===== config.mk =====
export PLATFORM = sky130hd
export DESIGN_NAME = hsi_probe
export DESIGN_NICKNAME = d
export VERILOG_FILES = /design/src/sv/hsi_pkg.sv /design/src/sv/hsi_probe.sv
export SDC_FILE = /design/constraint.sdc
export NUM_CORES = 1
export LEC_CHECK = 0
export BUFFER_PORTS_ARGS = -buffer_cell sky130_fd_sc_hd__buf_4
export CAP_MARGIN = 20
export CORE_AREA = 2 2 116 118
export DETAILED_ROUTE_END_ITERATION = 8
export DIE_AREA = 0 0 118 120
export MAX_ROUTING_LAYER = met4
export SLEW_MARGIN = 40
export SYNTH_ARGS = -nofsm -noshare
export SYNTH_HDL_FRONTEND = slang
export SYNTH_SLANG_ARGS = --single-unit

===== constraint.sdc =====
create_clock -name vclk -period 2
set_clock_uncertainty 0.15 [all_clocks]
set_input_delay 0.1 -clock vclk [all_inputs]
set_output_delay 0.1 -clock vclk [all_outputs]
set_load 0.01 [all_outputs]

===== src/sv/hsi_pkg.sv =====
// Shared types, sizes and codes of the hash set insert/search block.
package hsi_pkg;

   localparam int unsigned BUCKETS  = 1024;
   localparam int unsigned WAYS     = 4;
   localparam int unsigned KEY_W    = 32;
   localparam int unsigned CNT_W    = 32;
   localparam int unsigned ROW_W    = WAYS * KEY_W;
   localparam int unsigned BUCKET_W = $clog2(BUCKETS);

   localparam bit BUCKETS_POW2 = ((BUCKETS & (BUCKETS - 1)) == 0);

   // floor(2^32 / BUCKETS): the estimate of |key| / BUCKETS is at most one short
   localparam logic [KEY_W-1:0] BUCKET_RECIP = KEY_W'((64'd1 << 32) / BUCKETS);

   localparam logic CMD_SEARCH = 1'b0;
   localparam logic CMD_INSERT = 1'b1;

   typedef struct packed {
      logic                    cmd;
      logic signed [KEY_W-1:0] key;
   } req_type;

   typedef struct packed {
      logic             found;
      logic             stored;
      logic             bucket_full;
      logic [CNT_W-1:0] duplicate_total;
      logic [CNT_W-1:0] hit_total;
   } rsp_type;

   typedef struct packed {
      logic             found;
      logic             has_free;
      logic [WAYS-1:0]  valid_next;
      logic [ROW_W-1:0] row_next;
   } probe_type;

   typedef enum logic [2:0] {
      ST_CLEAR,
      ST_IDLE,
      ST_HASH,
      ST_REDUCE,
      ST_LOOKUP,
      ST_UPDATE
   } state_type;

endpackage


===== src/sv/hsi_probe.sv =====
// Compare of a key against one bucket row and the row after an insert.
module hsi_probe import hsi_pkg::*; (
   input  logic [ROW_W-1:0] row,
   input  logic [WAYS-1:0]  valid,
   input  logic [KEY_W-1:0] key,
   output probe_type        probe
);

   logic [WAYS-1:0] hit;
   logic [WAYS-1:0] free;
   logic [WAYS-1:0] free_low;

   always_comb begin
      for (int w = 0; w < WAYS; w++) begin
         hit[w] = valid[w] && (row[w*KEY_W +: KEY_W] == key);
      end
   end

   assign free     = ~valid;
   // isolate the lowest free way
   assign free_low = free & (WAYS'(0) - free);

   always_comb begin
      probe.found      = |hit;
      probe.has_free   = |free;
      probe.valid_next = valid | free_low;
      for (int w = 0; w < WAYS; w++) begin
         probe.row_next[w*KEY_W +: KEY_W] = free_low[w] ? key : row[w*KEY_W +: KEY_W];
      end
   end

endmodule


Word level (Yosys, flattened, before mapping)
Index checks and enable logic that the tools add are counted.

Register bits after elaboration: 0. Bits of input ports: 164. Output and inout bits: 134. Logic and storage cells: 18.

$add $sub $neg: 1. Equal/unequal tests: 4. Muxes and demuxes: 4. Bitwise logic cells: 3. Reduce and logical (&&, ||, !) cells: 6.

Operator list (number): 32-bit equality test (4); 32-bit 2-to-1 mux (4); 4-bit OR reduction (2); 4-bit AND (1); 1-bit logical AND (4); 4-bit inverter (1); 4-bit bitwise OR (1); 1-bit by 4-bit subtractor with 4-bit output (first input constant) (1).

Logic depth before layout (Yosys ltp)
Word-level depth: 4. Depth in mapped cells: 6. Depth with buffers taken out: 5.

Worst setup path after synthesis
Ideal clock, no wire load.

Path kind: input to output. Start: input port key[2]. End: output port probe[133] (netlist bit). Arrival time: 1.144 ns. Data required time: 1.750 ns. Path slack: 0.606 ns. Cell stages on the path: 6. Path buffers: 1. Cell sequence: buf_4 -> xor2_1 -> nor4_1 -> nand4_1 -> nor3_1 -> or4_1.

RTL lines: start, declared (RTL line hsi_probe.sv:5) `input logic [KEY_W-1:0] key,`; end, declared (RTL line hsi_probe.sv:6) `output probe_type probe`.

==> flow_results.org <==
** Outcome
- The run finished with clean final reports.

** GRT
- Gr ovfl total :: 0
- The number of global-route vias before repair is 3887.
- Gr usage total :: 0.216
- Largest net degree at the start of global routing :: 33
- The first global-routing pass estimated 23200 um of wire.
- The initial antenna violation count is 0.

** Timing
- Setup-violating endpoint count in the final report :: 0
- For the finished layout, the period the worst path requires is roughly 1900 ps.
- Measured against its own limit, the worst slew margin works out to 0.671.
- The hold violation count in the final report came to 0.
- Timing would allow up to 539 MHz.
- Final Slew Violations :: 0
- Share of the clock period used by the worst path :: 0.927
- The tightest hold path in the finished design has a slack of 361 ps.
- Setup repair after global routing left no endpoint under its margin.
- For the pin with the worst max-slew slack, the measured transition is just under 500 ps.

** Cells and area
- Once layout is complete, the utilization of the core stands at 0.433.
- The layout has 0 clock buffers.
- FF+latch count :: 0
- The area growth from synthesis to layout is 66.9%.
- In the final layout, the multi-input gates occupy 0.00305 sq mm.
- Number of fill cells :: 1296
- Of the cells placed in the final design, the portion with a size suffix greater than 1 is 0.700.
- Diodes inserted :: 0
- Area taken by flip-flops and latches :: 0 sq um
- # nets final :: 789

** Pwr
- Of the total power, registers draw 0.
- In this run the power spent charging and discharging nets is around 630 uW.
- The analysis attributes to cell leakage a power of 2.77 nW.
- The share of total power dissipated in combinational logic is 1.000.
- Internal Pwr Total :: 763 uW
- For this design the ratio of total power to cell area is about 250 mW/mm^2.
- The share of total power dissipated in the clock network is 0.
- VDD IR-drop max :: 0.0000951 V
- Switching share of total power :: 0.453

** Setup path
- Crit end category :: output pin
- Worst Path Class, Setup :: in2out
- Crit path launch type :: input pin
- Critical Path AT :: 1600 ps
- Maximum fanout encountered on the critical timing path :: 8
- Data on the critical path is required at its endpoint by roughly 1800 ps.

** Hold path
- The path class of the tightest hold or removal check is in2out.

** Run
- Across the run, the number of max-cap violations was 0.

** Route
- In the final routed layout, each cell accounts on average for between 20 and 25 um.
- Once detail routing completed, the nets flagged for antenna violations numbered 0.
- For this run, the detailed router's first-pass iteration total came to 4.
- Summing over every cut layer, the via total after detailed routing is 3715.
- Total Routed Length :: 16000 um
- Vias per cell :: 4.65
- For this block, the initial DRC count from the detailed router was 76.
- After detailed routing, the number of remaining DRC violations is 0.

** Synthesis
- Area share of the leading cell type in the synthesized netlist :: 0.323
- Synthesized cell area :: 0.00336 sq mm
- Syn Area/Cell :: 9.29 sq um
- Syn Inst Count :: 362
- Share of the yosys chip area belonging to registers :: 0
- Top cells by area, synth :: sky130_fd_sc_hd__xor2_1 (32%), sky130_fd_sc_hd__mux2_2 (30%), sky130_fd_sc_hd__mux2_4 (13%)
- Yosys printed 0 warnings.
- In this run, distinct cell masters in the synthesized netlist total 20.
- Syn_nets :: between 500 and 600
- Cell type with the largest total area after synthesis :: sky130_fd_sc_hd__xor2_1

** Place
- Once detailed placement completed, the half-perimeter wirelength came to 13600 um.
- During placement, the flow inserted port buffers numbering 297.
- Final weighted congestion in routability-driven placement :: 0.874

** Die
- The floorplan has 42 rows.
- The die covers 0.0142 sq mm.
- Die Y :: 120 um
- Effective utilization at floorplan :: 0.259
- Core region area :: roughly 0.013 sq mm
- Measured along the x axis, the die boundary spans 118 um.
- 298 I/O pins were placed.

** Clocking
- Total of hold buffers inserted after clock tree synthesis :: 0
==> worst max-delay path, cell delays in order <==
cell	delay (ps)
sky130_fd_sc_hd__buf_4	180
sky130_fd_sc_hd__xor2_1	190
sky130_fd_sc_hd__nor4_1	400
sky130_fd_sc_hd__nand4_1	210
sky130_fd_sc_hd__nor3_1	200
sky130_fd_sc_hd__or4_1	180
sky130_fd_sc_hd__buf_4	140
==> timing repair <==
| action | CTS | global route |
|---|---|---|
| setup buffers | 0 | 0 |
| pin swaps | 0 | 0 |
| resized for setup | 2 | 3 |
| endpoints found under the setup margin | 1 | 1 |
==> placed cells by master (no fill, tap or decap) <==
| cell | n |
|---|---|
| sky130_fd_sc_hd__nand4_1 | 5 |
| sky130_fd_sc_hd__a21o_1 | 1 |
| sky130_fd_sc_hd__nor3_1 | 7 |
| sky130_fd_sc_hd__or4_1 | 1 |
| sky130_fd_sc_hd__nand3b_1 | 1 |
| sky130_fd_sc_hd__nand2b_2 | 1 |
| sky130_fd_sc_hd__xnor2_1 | 4 |
| sky130_fd_sc_hd__nor3_2 | 1 |
| sky130_fd_sc_hd__mux2_1 | 9 |
| sky130_fd_sc_hd__xor2_1 | 124 |
| sky130_fd_sc_hd__mux2_4 | 30 |
| sky130_fd_sc_hd__or2_2 | 2 |
| sky130_fd_sc_hd__nor4_2 | 4 |
| sky130_fd_sc_hd__buf_12 | 2 |
| sky130_fd_sc_hd__nand3_1 | 9 |
| sky130_fd_sc_hd__buf_4 | 307 |
| sky130_fd_sc_hd__nor4_1 | 24 |
| sky130_fd_sc_hd__conb_1 | 1 |
| sky130_fd_sc_hd__mux2_2 | 89 |
| sky130_fd_sc_hd__nand2b_1 | 1 |
==> routing by layer <==
metal	GRT usage	routed length (um)
met3	0.0280	946
met5	-	0
met4	0.0339	291
met2	0.393	8000
met1	0.260	6760
==> logic make-up after synthesis <==
kind of cell	Yosys count	share of synthesized area
buffers and inverters	48	0.103
and+or+nand+nor	56	0.0986
muxes	128	0.462
xor gates and xnor gates	128	0.333
AOI/OAI and AO/OA	1	0.00223
other	1	0.00111
==> through the flow <==
step	power, mW	setup TNS (ps)	setup WS (ps)	instances	area [sq um]
6_report	1.40	0	146	799	5620
5_1_grt	1.49	0	50.2	799	5620
4_1_cts	1.40	0	23.1	799	5600
3_5_place_dp	1.39	-42.5	-42.5	799	5590
3_3_place_gp	1.39	-67.8	-67.8	799	5590
2_1_floorplan	0.684	0	606	362	3360
==> power by group through the flow <==
stage | Clock, mW | Combinational (mW) | Sequential (mW)
after floorplan | 0 | 0.684 | 0
after global placement | 0 | 1.39 | 0
after detailed placement | 0 | 1.39 | 0
after CTS | 0 | 1.40 | 0
after global routing | 0 | 1.49 | 0
final | 0 | 1.40 | 0
==> worst paths after layout <==
kind / from / endpoint / slack (ps) / cells after the start
worst max-delay path: key[1] / probe[133] / 150 / 7
worst min-delay path: valid[2] / probe[130] / 360 / 3
==> cell type report <==
class,instances,area share
Multi-Input combinational cell,314,0.543
Tap cell,176,0.0392
Timing Repair Buffer,309,0.418
==> Yosys cell counts <==
cell type / number
sky130_fd_sc_hd__nor4_1: 28
sky130_fd_sc_hd__mux2_4: 30
sky130_fd_sc_hd__buf_4: 33
sky130_fd_sc_hd__clkbuf_1: 1
sky130_fd_sc_hd__or2_2: 1
sky130_fd_sc_hd__buf_2: 10
sky130_fd_sc_hd__nand3_1: 9
sky130_fd_sc_hd__buf_6: 4
sky130_fd_sc_hd__or2_1: 1
sky130_fd_sc_hd__mux2_1: 9
sky130_fd_sc_hd__a21o_1: 1
sky130_fd_sc_hd__conb_1: 1
sky130_fd_sc_hd__or4_1: 1
sky130_fd_sc_hd__mux2_2: 89
sky130_fd_sc_hd__nand4_1: 5
sky130_fd_sc_hd__nand2b_1: 2
sky130_fd_sc_hd__nor3_1: 8
sky130_fd_sc_hd__nand3b_1: 1
sky130_fd_sc_hd__xnor2_1: 4
sky130_fd_sc_hd__xor2_1: 124
Power figures use the tool's default switching activity.
