$ cat config.mk
export PLATFORM = sky130hd
export DESIGN_NAME = hsi_hash
export DESIGN_NICKNAME = d
export VERILOG_FILES = /design/src/sv/hsi_pkg.sv /design/src/sv/hsi_hash.sv
export SDC_FILE = /design/constraint.sdc
export NUM_CORES = 1
export LEC_CHECK = 0
export ABC_AREA = 1
export BUFFER_PORTS_ARGS = -buffer_cell sky130_fd_sc_hd__buf_2
export CORE_AREA = 2 2 39 41
export DETAILED_ROUTE_END_ITERATION = 16
export DIE_AREA = 0 0 41 43
export PLACE_DENSITY = 0.61
export SLEW_MARGIN = 10
export SYNTH_ARGS = -nofsm -noshare
export SYNTH_HDL_FRONTEND = slang
export SYNTH_SLANG_ARGS = --single-unit
$ cat constraint.sdc
create_clock -name vclk -period 1.2
set_clock_uncertainty 0.2 [all_clocks]
set_input_delay 0.12 -clock vclk [all_inputs]
set_output_delay 0.12 -clock vclk [all_outputs]
set_load 0.02 [all_outputs]
$ cat src/sv/hsi_pkg.sv
// Shared types, sizes and codes of the hash set insert/search block.
package hsi_pkg;

   localparam int unsigned BUCKETS  = 1024;
   localparam int unsigned WAYS     = 4;
   localparam int unsigned KEY_W    = 32;
   localparam int unsigned CNT_W    = 32;
   localparam int unsigned ROW_W    = WAYS * KEY_W;
   localparam int unsigned BUCKET_W = $clog2(BUCKETS);

   localparam bit BUCKETS_POW2 = ((BUCKETS & (BUCKETS - 1)) == 0);

   // floor(2^32 / BUCKETS): the estimate of |key| / BUCKETS is at most one short
   localparam logic [KEY_W-1:0] BUCKET_RECIP = KEY_W'((64'd1 << 32) / BUCKETS);

   localparam logic CMD_SEARCH = 1'b0;
   localparam logic CMD_INSERT = 1'b1;

   typedef struct packed {
      logic                    cmd;
      logic signed [KEY_W-1:0] key;
   } req_type;

   typedef struct packed {
      logic             found;
      logic             stored;
      logic             bucket_full;
      logic [CNT_W-1:0] duplicate_total;
      logic [CNT_W-1:0] hit_total;
   } rsp_type;

   typedef struct packed {
      logic             found;
      logic             has_free;
      logic [WAYS-1:0]  valid_next;
      logic [ROW_W-1:0] row_next;
   } probe_type;

   typedef enum logic [2:0] {
      ST_CLEAR,
      ST_IDLE,
      ST_HASH,
      ST_REDUCE,
      ST_LOOKUP,
      ST_UPDATE
   } state_type;

endpackage

$ cat src/sv/hsi_hash.sv
// Bucket index of a key: |key| reduced modulo the bucket count.
module hsi_hash import hsi_pkg::*; (
   input  logic                clock,
   input  logic [KEY_W-1:0]    key,
   output logic [BUCKET_W-1:0] bucket
);

   logic [KEY_W-1:0] mag;

   // the most negative key keeps its bit pattern, which is 2^31 unsigned
   assign mag = key[KEY_W-1] ? (KEY_W'(0) - key) : key;

   if (BUCKETS_POW2) begin : g_mask
      assign bucket = mag[BUCKET_W-1:0];
   end else begin : g_recip
      logic [2*KEY_W-1:0] prod_ff;
      logic [KEY_W-1:0]   quot;
      logic [KEY_W-1:0]   q_times_b;
      logic [KEY_W-1:0]   rem;
      logic [KEY_W-1:0]   rem_fix;

      // key is held steady by the caller while the reduction runs
      always_ff @(posedge clock) begin
         prod_ff <= (2*KEY_W)'(mag) * (2*KEY_W)'(BUCKET_RECIP);
      end

      assign quot      = prod_ff[2*KEY_W-1:KEY_W];
      assign q_times_b = KEY_W'(quot * KEY_W'(BUCKETS));
      assign rem       = mag - q_times_b;
      // quotient estimate may be one short: one correction step
      assign rem_fix   = (rem >= KEY_W'(BUCKETS)) ? (rem - KEY_W'(BUCKETS)) : rem;
      assign bucket    = rem_fix[BUCKET_W-1:0];
   end

endmodule

==> Yosys cells after proc, flatten, opt, wreduce, memory -nomap -nowiden <==
Index checks and enable logic that the tools add are counted.
{ "word_totals": {"reg_bits": 0} }
{ "op_classes": {"n_addsub": 1, "n_mux": 1} }
{ "op_table": {"columns": ["cell", "n"], "rows": [
  ["two-way mux 10 bit", 1],
  ["subtractor 1 x 10 -> 10 bit, first input constant", 1]
]} }

==> Logic depth before layout (Yosys ltp) <==
Gate-level depths: netlist of the first run.
{ "depth": {"ltp_word": 2, "ltp_mapped": 7, "mapped_depth_nobuf": 7} }

==> Least setup slack after synthesis of the first run <==
No wires, ideal clock.
{ "synth_path": {"kind": "input to output", "start": "in key[0]", "end": "out bucket[4]", "arrival_ns": 0.873, "setup_slack_ns": 0.007, "path_stages": 5, "path_cell_list": "inv_2 -> ha_1 -> nand2_1 -> nand2_2 -> xnor2_1"} }
{ "synth_via": {"elab_chain_len": 2} }
{ "synth_rtl": {"columns": ["item", "line", "text"], "rows": [
  ["start: declaration", "hsi_hash.sv:4", "input logic [KEY_W-1:0] key,"],
  ["subtractor 1 x 10 -> 10 bit", "hsi_hash.sv:11", "assign mag = key[KEY_W-1] ? (KEY_W'(0) - key) : key;"],
  ["two-way mux 10 bit", "hsi_hash.sv:11", null],
  ["end: declaration", "hsi_hash.sv:5", "output logic [BUCKET_W-1:0] bucket"]
]} }
No other way between the ends.

==> Worst setup path after layout of the first run <==
{ "layout_path": {"start": "in key[1]", "end": "out bucket[8]"} }
The elaborated chain is that of the path after synthesis.

==> out/metrics.csv, run 1 <==
stage;metric;value;unit
finish;final_nets;105;
worst_setup_path;cp.required;880;ps
synth;synth_nets;83;
synth;synth.distinct_cells;17;
synth;yosysWarningCount;0;
finish;fin_util;0.3662;
synth;synthXorXnorAreaFrac;0.1050;
finish;mostFrequentLayoutCells;nand2_1 (15), buf_2 (10), buf_6 (8);
min_path;whs_endpoint;bucket[0];
drt;antenna_left;0;
finish;seq_cell_count;0;
cts;cts_setup_buffers;0;
worst_setup_path;cp-start-kind;primary input;
global_route;grt_antenna_before_repair;0;
finish;layout_commonest_cell;nand2_1;
drt;drc_errors;0;
drt;finalWirelength;791;µm
global_route;grt_pass1_wl;1117;µm
placed_design;dp_hpwl;567.2;µm
sta;slew_headroom;0.8786;
worst_setup_path;crit_path_top_delay_cell;ha_4;
synth;yosys.area.top_type;nand2_1;
synth;syn_area;250.2;µm²
worst_setup_path;crit_type;in2out;
run_status;outcome;finished, final reports clean;
finish;clkbuf_count;0;
drt;viasPerCell;4.365;
drt;vias;371;
sta;slew_violations;0;
finish;antenna-diode-count;0;
run;cap_violations;0;
sta;rsz0062_at_grt;yes;
drt;drt_iter0_drc;0;
die;chipWidth;41;µm
cts;holdBufCountCts;0;
power_and_ir_drop;peakVddDrop;0.1731;mV
sta;worst_pin_slew;180.9;ps
synth;synth-simple-area-share;0.5700;
synth;seq_area_frac_synth;0;
worst_setup_path;crit_chain;buf_8 > inv_4 > ha_4 > nand2_4 > nand2_4 > nand3_1 > nand2_1 > nand2_1 > buf_6;
sta;period_needed;1173;ps
synth;syn_area_per_cell;5.107;µm²
die;die-area;1763;µm²
finish;regArea;0;µm²
min_path;whs_path_depth;2;
sta;hold_ws;271.1;ps
min_path;hp-start;key[0];
synth;synth_top_family_by_area;simple AND/OR/NAND/NOR gates;
die;ioPinCount;43;
worst_setup_path;worstPathArrival;850;ps
sta;final_hold_viol_count;0;
power_and_ir_drop;power_density;466.5;nW/µm²
global_route;grt_pass1_vias;296;
sta;max_freq;852.2;MHz
power_and_ir_drop;cellLeakagePower;0.2652;nW
finish;area_delta_synth_final;102.5;%
die;row_count;14;
die;core;1384;µm²
worst_setup_path;end_kind;output port;
global_route;track_usage;0.08292;
finish;layout-drive-gt1-share;0.4928;
min_path;hold_class;in2out;
global_route;grt_max_degree;12;
synth;yosys-top-cells-area;nand2_1 (26%), nand3_1 (10%), inv_1 (9.0%), xnor2_1 (7.0%), buf_4 (6.0%);
die;die_h;43;µm
sta;fin_setup_tns;0;ps
synth;synth_compound_area_frac;0.1100;
die;initial_core_util;0.1808;
synth;muxShareOfSynthArea;0;
worst_setup_path;worst-path-max-fanout;5;
sta;setup_viol;0;
drt;wl_per_cell;9.306;µm
synth;yosys.area.top_type_share;0.2550;
synth;syn_inst;49;
synth;synth_fa_ha_area_frac;0.05000;
sta;period_share;0.9778;
placed_design;portBuffers;21;
global_route;grt_overflow_total;0;
worst_setup_path;cpPeakStageDelay;130;ps
placed_design;place_congestion;0.6324;
drt;drt-pass1-iter-count;1;
-- area by class of cell --
type	count	area, µm²
inverter	7	33.78
multi-input combinational	40	267.8
tap	16	20.02
fill	161	877.1
timing repair buffer	22	185.2
-- kinds of logic after synthesis --
family	count (synthesis)
compound gates	5
simple gates	31
fa+ha+maj	1
buf+inv	9
xor+xnor	3
-- power by group --
group / leakage, nW / total [mW] / switching, mW / internal (mW)
clock network: 0 / 0 / 0 / 0
logic: 0.265 / 0.236 / 0.128 / 0.108
registers: 0 / 0 / 0 / 0
total: 0.265 / 0.236 / 0.128 / 0.108
-- critical path, delay by kind of cell --
kind,cells,cell delay [ps]
buffers and inverters,3,280
adder cells (fa/ha/maj),1,130
AND/OR/NAND/NOR,5,310
-- cells in the mapped netlist --
| library cell | count |
|---|---|
| nand2_1 | 17 |
| inv_1 | 6 |
| nand3_1 | 5 |
| nor2_1 | 3 |
| buf_4 | 2 |
| nand2_2 | 2 |
| o21ai_0 | 2 |
| o21ai_1 | 2 |
| xnor2_1 | 2 |
| a21o_1 | 1 |
| ha_1 | 1 |
| inv_2 | 1 |
| nand3_2 | 1 |
| nand3b_1 | 1 |
| nand4_1 | 1 |
| nor2_2 | 1 |
| xor2_1 | 1 |
-- routing by layer --
metal  GRT usage  wire length, µm  vias up
met5           0                0        -
met4           0                0        0
met3    0.005236               69        0
met2      0.1469              429       15
met1      0.1108              292      162
li1            -                -      194
-- what timing repair did --
item | CTS | global route
gates resized for setup | 16 | 25
setup endpoints to repair | 5 | 7
pin swaps | 3 | 9
-- per-stage QoR --
stage	total power [mW]	instances	setup WS [ps]	area, µm²
global placement	0.1710	85	-88.79	367.9
floorplan	0.1115	49	7.062	250.2
finish	0.2364	85	26.62	506.7
CTS	0.2029	85	3.543	429.2
detailed placement	0.1736	85	-112.3	367.9
global route	0.2579	85	-36.07	506.7
-- worst max-delay path by stage --
stage | cells after the start | endpoint | start | slack (ps)
3_5_place_dp | 8 | bucket[6] | key[1] | -110
2_1_floorplan | 5 | bucket[4] | key[0] | 7
4_1_cts | 8 | bucket[7] | key[2] | 4
3_3_place_gp | 8 | bucket[6] | key[1] | -90
5_1_grt | 9 | bucket[8] | key[1] | -40
6_report | 9 | bucket[8] | key[1] | 30
(Power assumes the default switching activity.)
==> run 2, diff against run 1 <==
ABC_AREA = default   (was 1)
PLACE_DENSITY = 0.57   (was 0.61)
==> out/metrics.csv, run 2 <==
stage;metric;value;unit;change
finish;area_delta_synth_final;262.1;%;was 102.5%
placed_design;place_congestion;0.6103;;was 0.6324
synth;syn_area_per_cell;7.748;µm²;was 5.107 µm²
synth;yosys-top-cells-area;xnor2_1 (35%), o41ai_2 (8.1%), o21ai_0 (7.5%), o31ai_1 (7.5%), ha_1 (6.2%);;was nand2_1 (26%), nand3_1 (10%), inv_1 (9.0%), xnor2_1 (7.0%), buf_4 (6.0%)
die;ioPinCount;43;;unchanged
global_route;grt_pass1_vias;326;;was 296
power_and_ir_drop;power_density;447.7;nW/µm²;was 466.5 nW/µm²
synth;syn_inst;26;;was 49
synth;synthXorXnorAreaFrac;0.3478;;was 0.1050
global_route;grt_max_degree;7;;was 12
finish;stdcell_area;729.5;µm²;was 506.7 µm²
finish;fin_util;0.5271;;was 0.3662
synth;synth-simple-area-share;0.2050;;was 0.5700
sta;slew_violations;0;;unchanged
synth;netlist_top_cells_count;xnor2_1 (8), o21ai_0 (3), inv_1 (2), nand2_1 (2), o31ai_1 (2);;was nand2_1 (17), inv_1 (6), nand3_1 (5)
drt;viasPerCell;4.421;;was 4.365
sta;rsz0062_at_grt;yes;;unchanged
synth;synth.distinct_cells;14;;was 17
sta;max_freq;596.6;MHz;was 852.2 MHz
die;initial_core_util;0.1456;;was 0.1808
power_and_ir_drop;clockPowerShare;0;;about the same
synth;yosys.area.top_type;xnor2_1;;was nand2_1
synth;muxShareOfSynthArea;0;;unchanged
sta;worst_pin_slew;291.2;ps;was 180.9 ps
power_and_ir_drop;cellLeakagePower;0.3226;nW;was 0.2652 nW
power_and_ir_drop;peakVddDrop;0.1902;mV;was 0.1731 mV
run_status;outcome;complete, but fails checks;;was finished, final reports clean
die;chipWidth;41;µm;unchanged
worst_setup_path;crit_chain;buf_6 > or4_4 > o41ai_4 > xnor2_2 > buf_4;;was buf_8 > inv_4 > ha_4 > nand2_4 > nand2_4 > nand3_1 > nand2_1 > nand2_1 > buf_6
synth;synth_fa_ha_area_frac;0.06211;;was 0.05000
die;die-area;1763;µm²;unchanged
worst_setup_path;cp.required;880;ps;about the same
global_route;grt_overflow_total;0;;unchanged
power_and_ir_drop;intPower;0.1781;mW;was 0.1082 mW
drt;drt-pass1-iter-count;2;;was 1
synth;syn_area;201.4;µm²;was 250.2 µm²
sta;hold_ws;346.2;ps;was 271.1 ps
die;core;1384;µm²;unchanged
synth;yosys.area.top_type_share;0.3478;;was 0.2550
finish;seq_cell_count;0;;unchanged
power_and_ir_drop;power;0.3266;mW;was 0.2364 mW
worst_setup_path;worstPathArrival;1360;ps;was 850 ps
drt;antenna_left;0;;unchanged
finish;final_nets;96;;was 105
finish;clkbuf_count;0;;unchanged
global_route;grt_pass1_wl;1393;µm;was 1117 µm
sta;period_share;1.397;;was 0.9778
placed_design;dpl-instance-area;551.8;µm²;was 367.9 µm²
synth;seq_area_frac_synth;0;;unchanged
die;die_h;43;µm;unchanged
finish;layout-drive-gt1-share;0.9500;;was 0.4928
worst_setup_path;cpLargestDelayFamily;simple AND/OR/NAND/NOR gates;;unchanged
worst_setup_path;crit_path_top_delay_cell;or4_4;;was ha_4
sta;final_hold_viol_count;0;;unchanged
worst_setup_path;cp-start-kind;primary input;;unchanged
placed_design;dp_hpwl;641.3;µm;was 567.2 µm
worst_setup_path;worst-path-max-fanout;3;;was 5
worst_setup_path;cpPeakStageDelay;570;ps;was 130 ps
sta;setup_viol;7;;was 0
die;row_count;14;;unchanged
drt;wl_per_cell;12.16;µm;was 9.306 µm
power_and_ir_drop;switching_share;0.4547;;was 0.5425
power_and_ir_drop;p_comb_frac;1.000;;about the same
worst_setup_path;crit_type;in2out;;unchanged
sta;setup_ws;-476.1;ps;was 26.62 ps
power_and_ir_drop;sequentialPowerShare;0;;about the same
global_route;grt_antenna_before_repair;0;;unchanged
run_status;violations;negative setup slack;;
placed_design;portBuffers;21;;unchanged
synth;yosysMostFrequentCell;xnor2_1;;was nand2_1
drt;finalWirelength;924;µm;was 791 µm
finish;layout_commonest_cell;buf_4;;was nand2_1
power_and_ir_drop;switchingPower;0.1485;mW;was 0.1282 mW
worst_setup_path;critPathBufInv;2;;was 3
finish;mostFrequentLayoutCells;buf_4 (17), buf_6 (9), xnor2_2 (6), buf_2 (6);;was nand2_1 (15), buf_2 (10), buf_6 (8)
finish;antenna-diode-count;0;;unchanged
worst_setup_path;end_kind;output port;;unchanged
finish;regArea;0;µm²;unchanged
drt;vias;336;;was 371
sta;period_needed;1676;ps;was 1173 ps
synth;yosysWarningCount;0;;unchanged
global_route;track_usage;0.1111;;was 0.08292
synth;synth_top_family_by_area;XOR/XNOR gates;;was simple AND/OR/NAND/NOR gates
synth;synth_compound_area_frac;0.2919;;was 0.1100
run;cap_violations;0;;unchanged
sta;slew_headroom;0.8052;;was 0.8786
synth;synth_nets;60;;was 83
drt;drc_errors;0;;unchanged
drt;drt_iter0_drc;1;;was 0
min_path;hold_class;in2out;;unchanged
run 2: cell types whose count changed after synthesis, moves of 2 or more:
cell,delta
o31ai_1,+2
nand2_1,-15
nor2_1,-3
o21ai_1,-2
nand3_1,-5
xnor2_1,+6
nand2_2,-2
inv_1,-4
run 2: logic make-up after synthesis:
logic type | Yosys count
compound gates | 7
xor+xnor | 8
fa+ha+maj | 1
buf+inv | 4
simple gates | 6
run 2: metrics by stage:
step	TNS, ps	worst slack (ps)	instances
6_report	-2780	-476.1	76
5_1_grt	-3099	-545.9	76
4_1_cts	-2815	-486.6	75
3_5_place_dp	-3150	-516.1	72
3_3_place_gp	-3141	-522.4	72
2_1_floorplan	-1096	-260.8	26
run 2: power groups by stage:
stage	Combinational (mW)	Sequential, mW	Clock (mW)
global placement	0.256	0	0
detailed placement	0.256	0	0
global route	0.348	0	0
floorplan	0.144	0	0
finish	0.327	0	0
CTS	0.307	0	0
run 2: per-layer routing:
metal	vias to the layer above	routed length (µm)	part of all wire	GRT usage
met5	-	0	0	0
met4	0	0	0	0
met3	0	81	0.088	0
met2	21	537	0.58	0.2313
met1	154	305	0.33	0.1178
li1	161	-	-	-
run 2: area by class of cell:
class	instances	area [µm²]
fill	122	654.4
multi-input combinational	22	350.3
timing repair buffer	36	326.6
inverter	2	32.53
tap	16	20.02
run 2: timing repair:
action	in CTS	in global routing
pin swaps	10	8
resized for setup	26	11
hold buffers	0	0
setup endpoints to repair	8	8
buffers inserted	3	2
run 2: worst paths after layout:
check	from	endpoint	slack [ps]	cells after the start
setup / recovery	key[2]	bucket[7]	-480	5
hold / removal	key[9]	bucket[9]	350	3
==> run 3, diff against run 2 <==
RECOVER_POWER = 50   (was default)
==> out/metrics.csv, run 3 (synthesized netlist as in run 2, its figures left out) <==
stage;metric;value;unit;change
run_status;outcome;complete, but fails checks;;unchanged
run_status;violations;negative setup slack;;unchanged
min_path;hp-start;key[9];;unchanged
placed_design;place_congestion;0.6103;;unchanged
drt;wl_per_cell;12.13;µm;was 12.16 µm
drt;drt-pass1-iter-count;2;;unchanged
min_path;whs_endpoint;bucket[9];;unchanged
min_path;hold_class;in2out;;unchanged
finish;layout_commonest_cell;buf_4;;unchanged
run;cap_violations;0;;unchanged
sta;setup_viol;7;;unchanged
drt;drc_errors;0;;unchanged
global_route;grt_max_degree;7;;unchanged
die;chipWidth;41;µm;unchanged
finish;final_nets;96;;unchanged
sta;slew_violations;0;;unchanged
worst_setup_path;worstPathArrival;1360;ps;about the same
global_route;grt_antenna_before_repair;0;;unchanged
die;row_count;14;;unchanged
sta;setup_ws;-476.1;ps;unchanged
global_route;grt_pass1_wl;1393;µm;unchanged
sta;hold_ws;346.2;ps;unchanged
sta;period_share;1.397;;unchanged
worst_setup_path;crit_type;in2out;;unchanged
power_and_ir_drop;cellLeakagePower;0.3198;nW;was 0.3226 nW
placed_design;dpl-instance-area;551.8;µm²;unchanged
die;die_h;43;µm;unchanged
finish;fin_util;0.5262;;was 0.5271
global_route;grt_pass1_vias;326;;unchanged
finish;stdcell_area;728.2;µm²;was 729.5 µm²
worst_setup_path;cp.required;880;ps;about the same
worst_setup_path;crit_chain;buf_6 > or4_4 > o41ai_4 > xnor2_2 > buf_4;;unchanged
power_and_ir_drop;power_density;447.9;nW/µm²;was 447.7 nW/µm²
drt;drt_iter0_drc;1;;unchanged
finish;fillCellCount;123;;was 122
worst_setup_path;crit_path_top_delay_cell;or4_4;;unchanged
drt;vias;336;;unchanged
drt;viasPerCell;4.421;;unchanged
finish;regArea;0;µm²;unchanged
drt;antenna_left;0;;unchanged
sta;slew_headroom;0.8052;;unchanged
power_and_ir_drop;peakVddDrop;0.1902;mV;about the same
placed_design;dp_hpwl;641.3;µm;unchanged
worst_setup_path;cpPeakStageDelay;570;ps;about the same
finish;multi_input_area;350.3;µm²;unchanged
worst_setup_path;cp-start-kind;primary input;;unchanged
global_route;track_usage;0.1111;;unchanged
finish;area_delta_synth_final;261.5;%;was 262.1%
sta;period_needed;1676;ps;unchanged
finish;layout-drive-gt1-share;0.9333;;was 0.9500
worst_setup_path;worst-path-max-fanout;3;;unchanged
sta;rsz0062_at_grt;yes;;unchanged
finish;seq_cell_count;0;;unchanged
finish;mostFrequentLayoutCells;buf_4 (17), buf_6 (9), xnor2_2 (6);;was buf_4 (17), buf_6 (9), xnor2_2 (6), buf_2 (6)
worst_setup_path;critPathBufInv;2;;unchanged
finish;clkbuf_count;0;;unchanged
die;core;1384;µm²;unchanged
die;initial_core_util;0.1456;;unchanged
worst_setup_path;cpLargestDelayFamily;simple AND/OR/NAND/NOR gates;;unchanged
worst_setup_path;end_kind;output port;;unchanged
die;die-area;1763;µm²;unchanged
sta;final_hold_viol_count;0;;unchanged
global_route;grt_overflow_total;0;;unchanged
drt;finalWirelength;922;µm;was 924 µm
placed_design;dp_cells;72;;unchanged
die;ioPinCount;43;;unchanged
finish;antenna-diode-count;0;;unchanged
sta;max_freq;596.6;MHz;unchanged
placed_design;portBuffers;21;;unchanged
finish;stdcell_count;76;;unchanged
min_path;whs_path_depth;3;;unchanged
sta;worst_pin_slew;291.2;ps;unchanged
run 3: cell count changes in the layout (fill, tap and decap cells not counted):
| cell | delta |
|---|---|
| buf_2 | -1 |
| clkbuf_1 | +1 |
run 3: how the worst max path moves through the flow:
stage / startpoint / endpoint / slack (ps) / depth (start not counted)
CTS: key[0] / bucket[6] / -490 / 7
detailed placement: key[0] / bucket[6] / -520 / 7
finish: key[2] / bucket[7] / -480 / 5
global route: key[2] / bucket[7] / -550 / 5
floorplan: key[2] / bucket[7] / -260 / 3
global placement: key[2] / bucket[7] / -520 / 5
run 3: power breakdown:
group / leakage, nW / internal [mW] / total [mW] / switching [mW]
clock network: 0 / 0 / 0 / 0
logic: 0.320 / 0.178 / 0.326 / 0.149
registers: 0 / 0 / 0 / 0
total: 0.320 / 0.178 / 0.326 / 0.149
run 3: cell type report:
cell class	count	area share
multi-input cells	22	0.4811
inverters	2	0.04467
repair buffers	36	0.4467
well taps	16	0.02749
run 3: routing by layer:
layer | GRT usage | vias up | routed length [µm]
met5 | 0 | - | 0
met4 | 0 | 0 | 0
met3 | 0 | 0 | 79
met2 | 0.2313 | 21 | 537
met1 | 0.1178 | 154 | 305
li1 | - | 161 | -
run 3: repair_timing:
item,in CTS,in global routing
hold endpoints to repair,0,0
cloned,0,0
hold buffers,0,0
setup endpoints to repair,8,8
buffers inserted,3,2
pin swaps,10,8
gates resized for setup,26,11
run 3: metrics by stage:
step / TNS (ps) / total power, mW / worst slack (ps)
2_1_floorplan: -1096 / 0.1437 / -260.8
3_3_place_gp: -3141 / 0.2556 / -522.4
3_5_place_dp: -3150 / 0.2559 / -516.1
4_1_cts: -2815 / 0.3074 / -486.6
5_1_grt: -3099 / 0.3477 / -545.9
6_report: -2780 / 0.3261 / -476.1
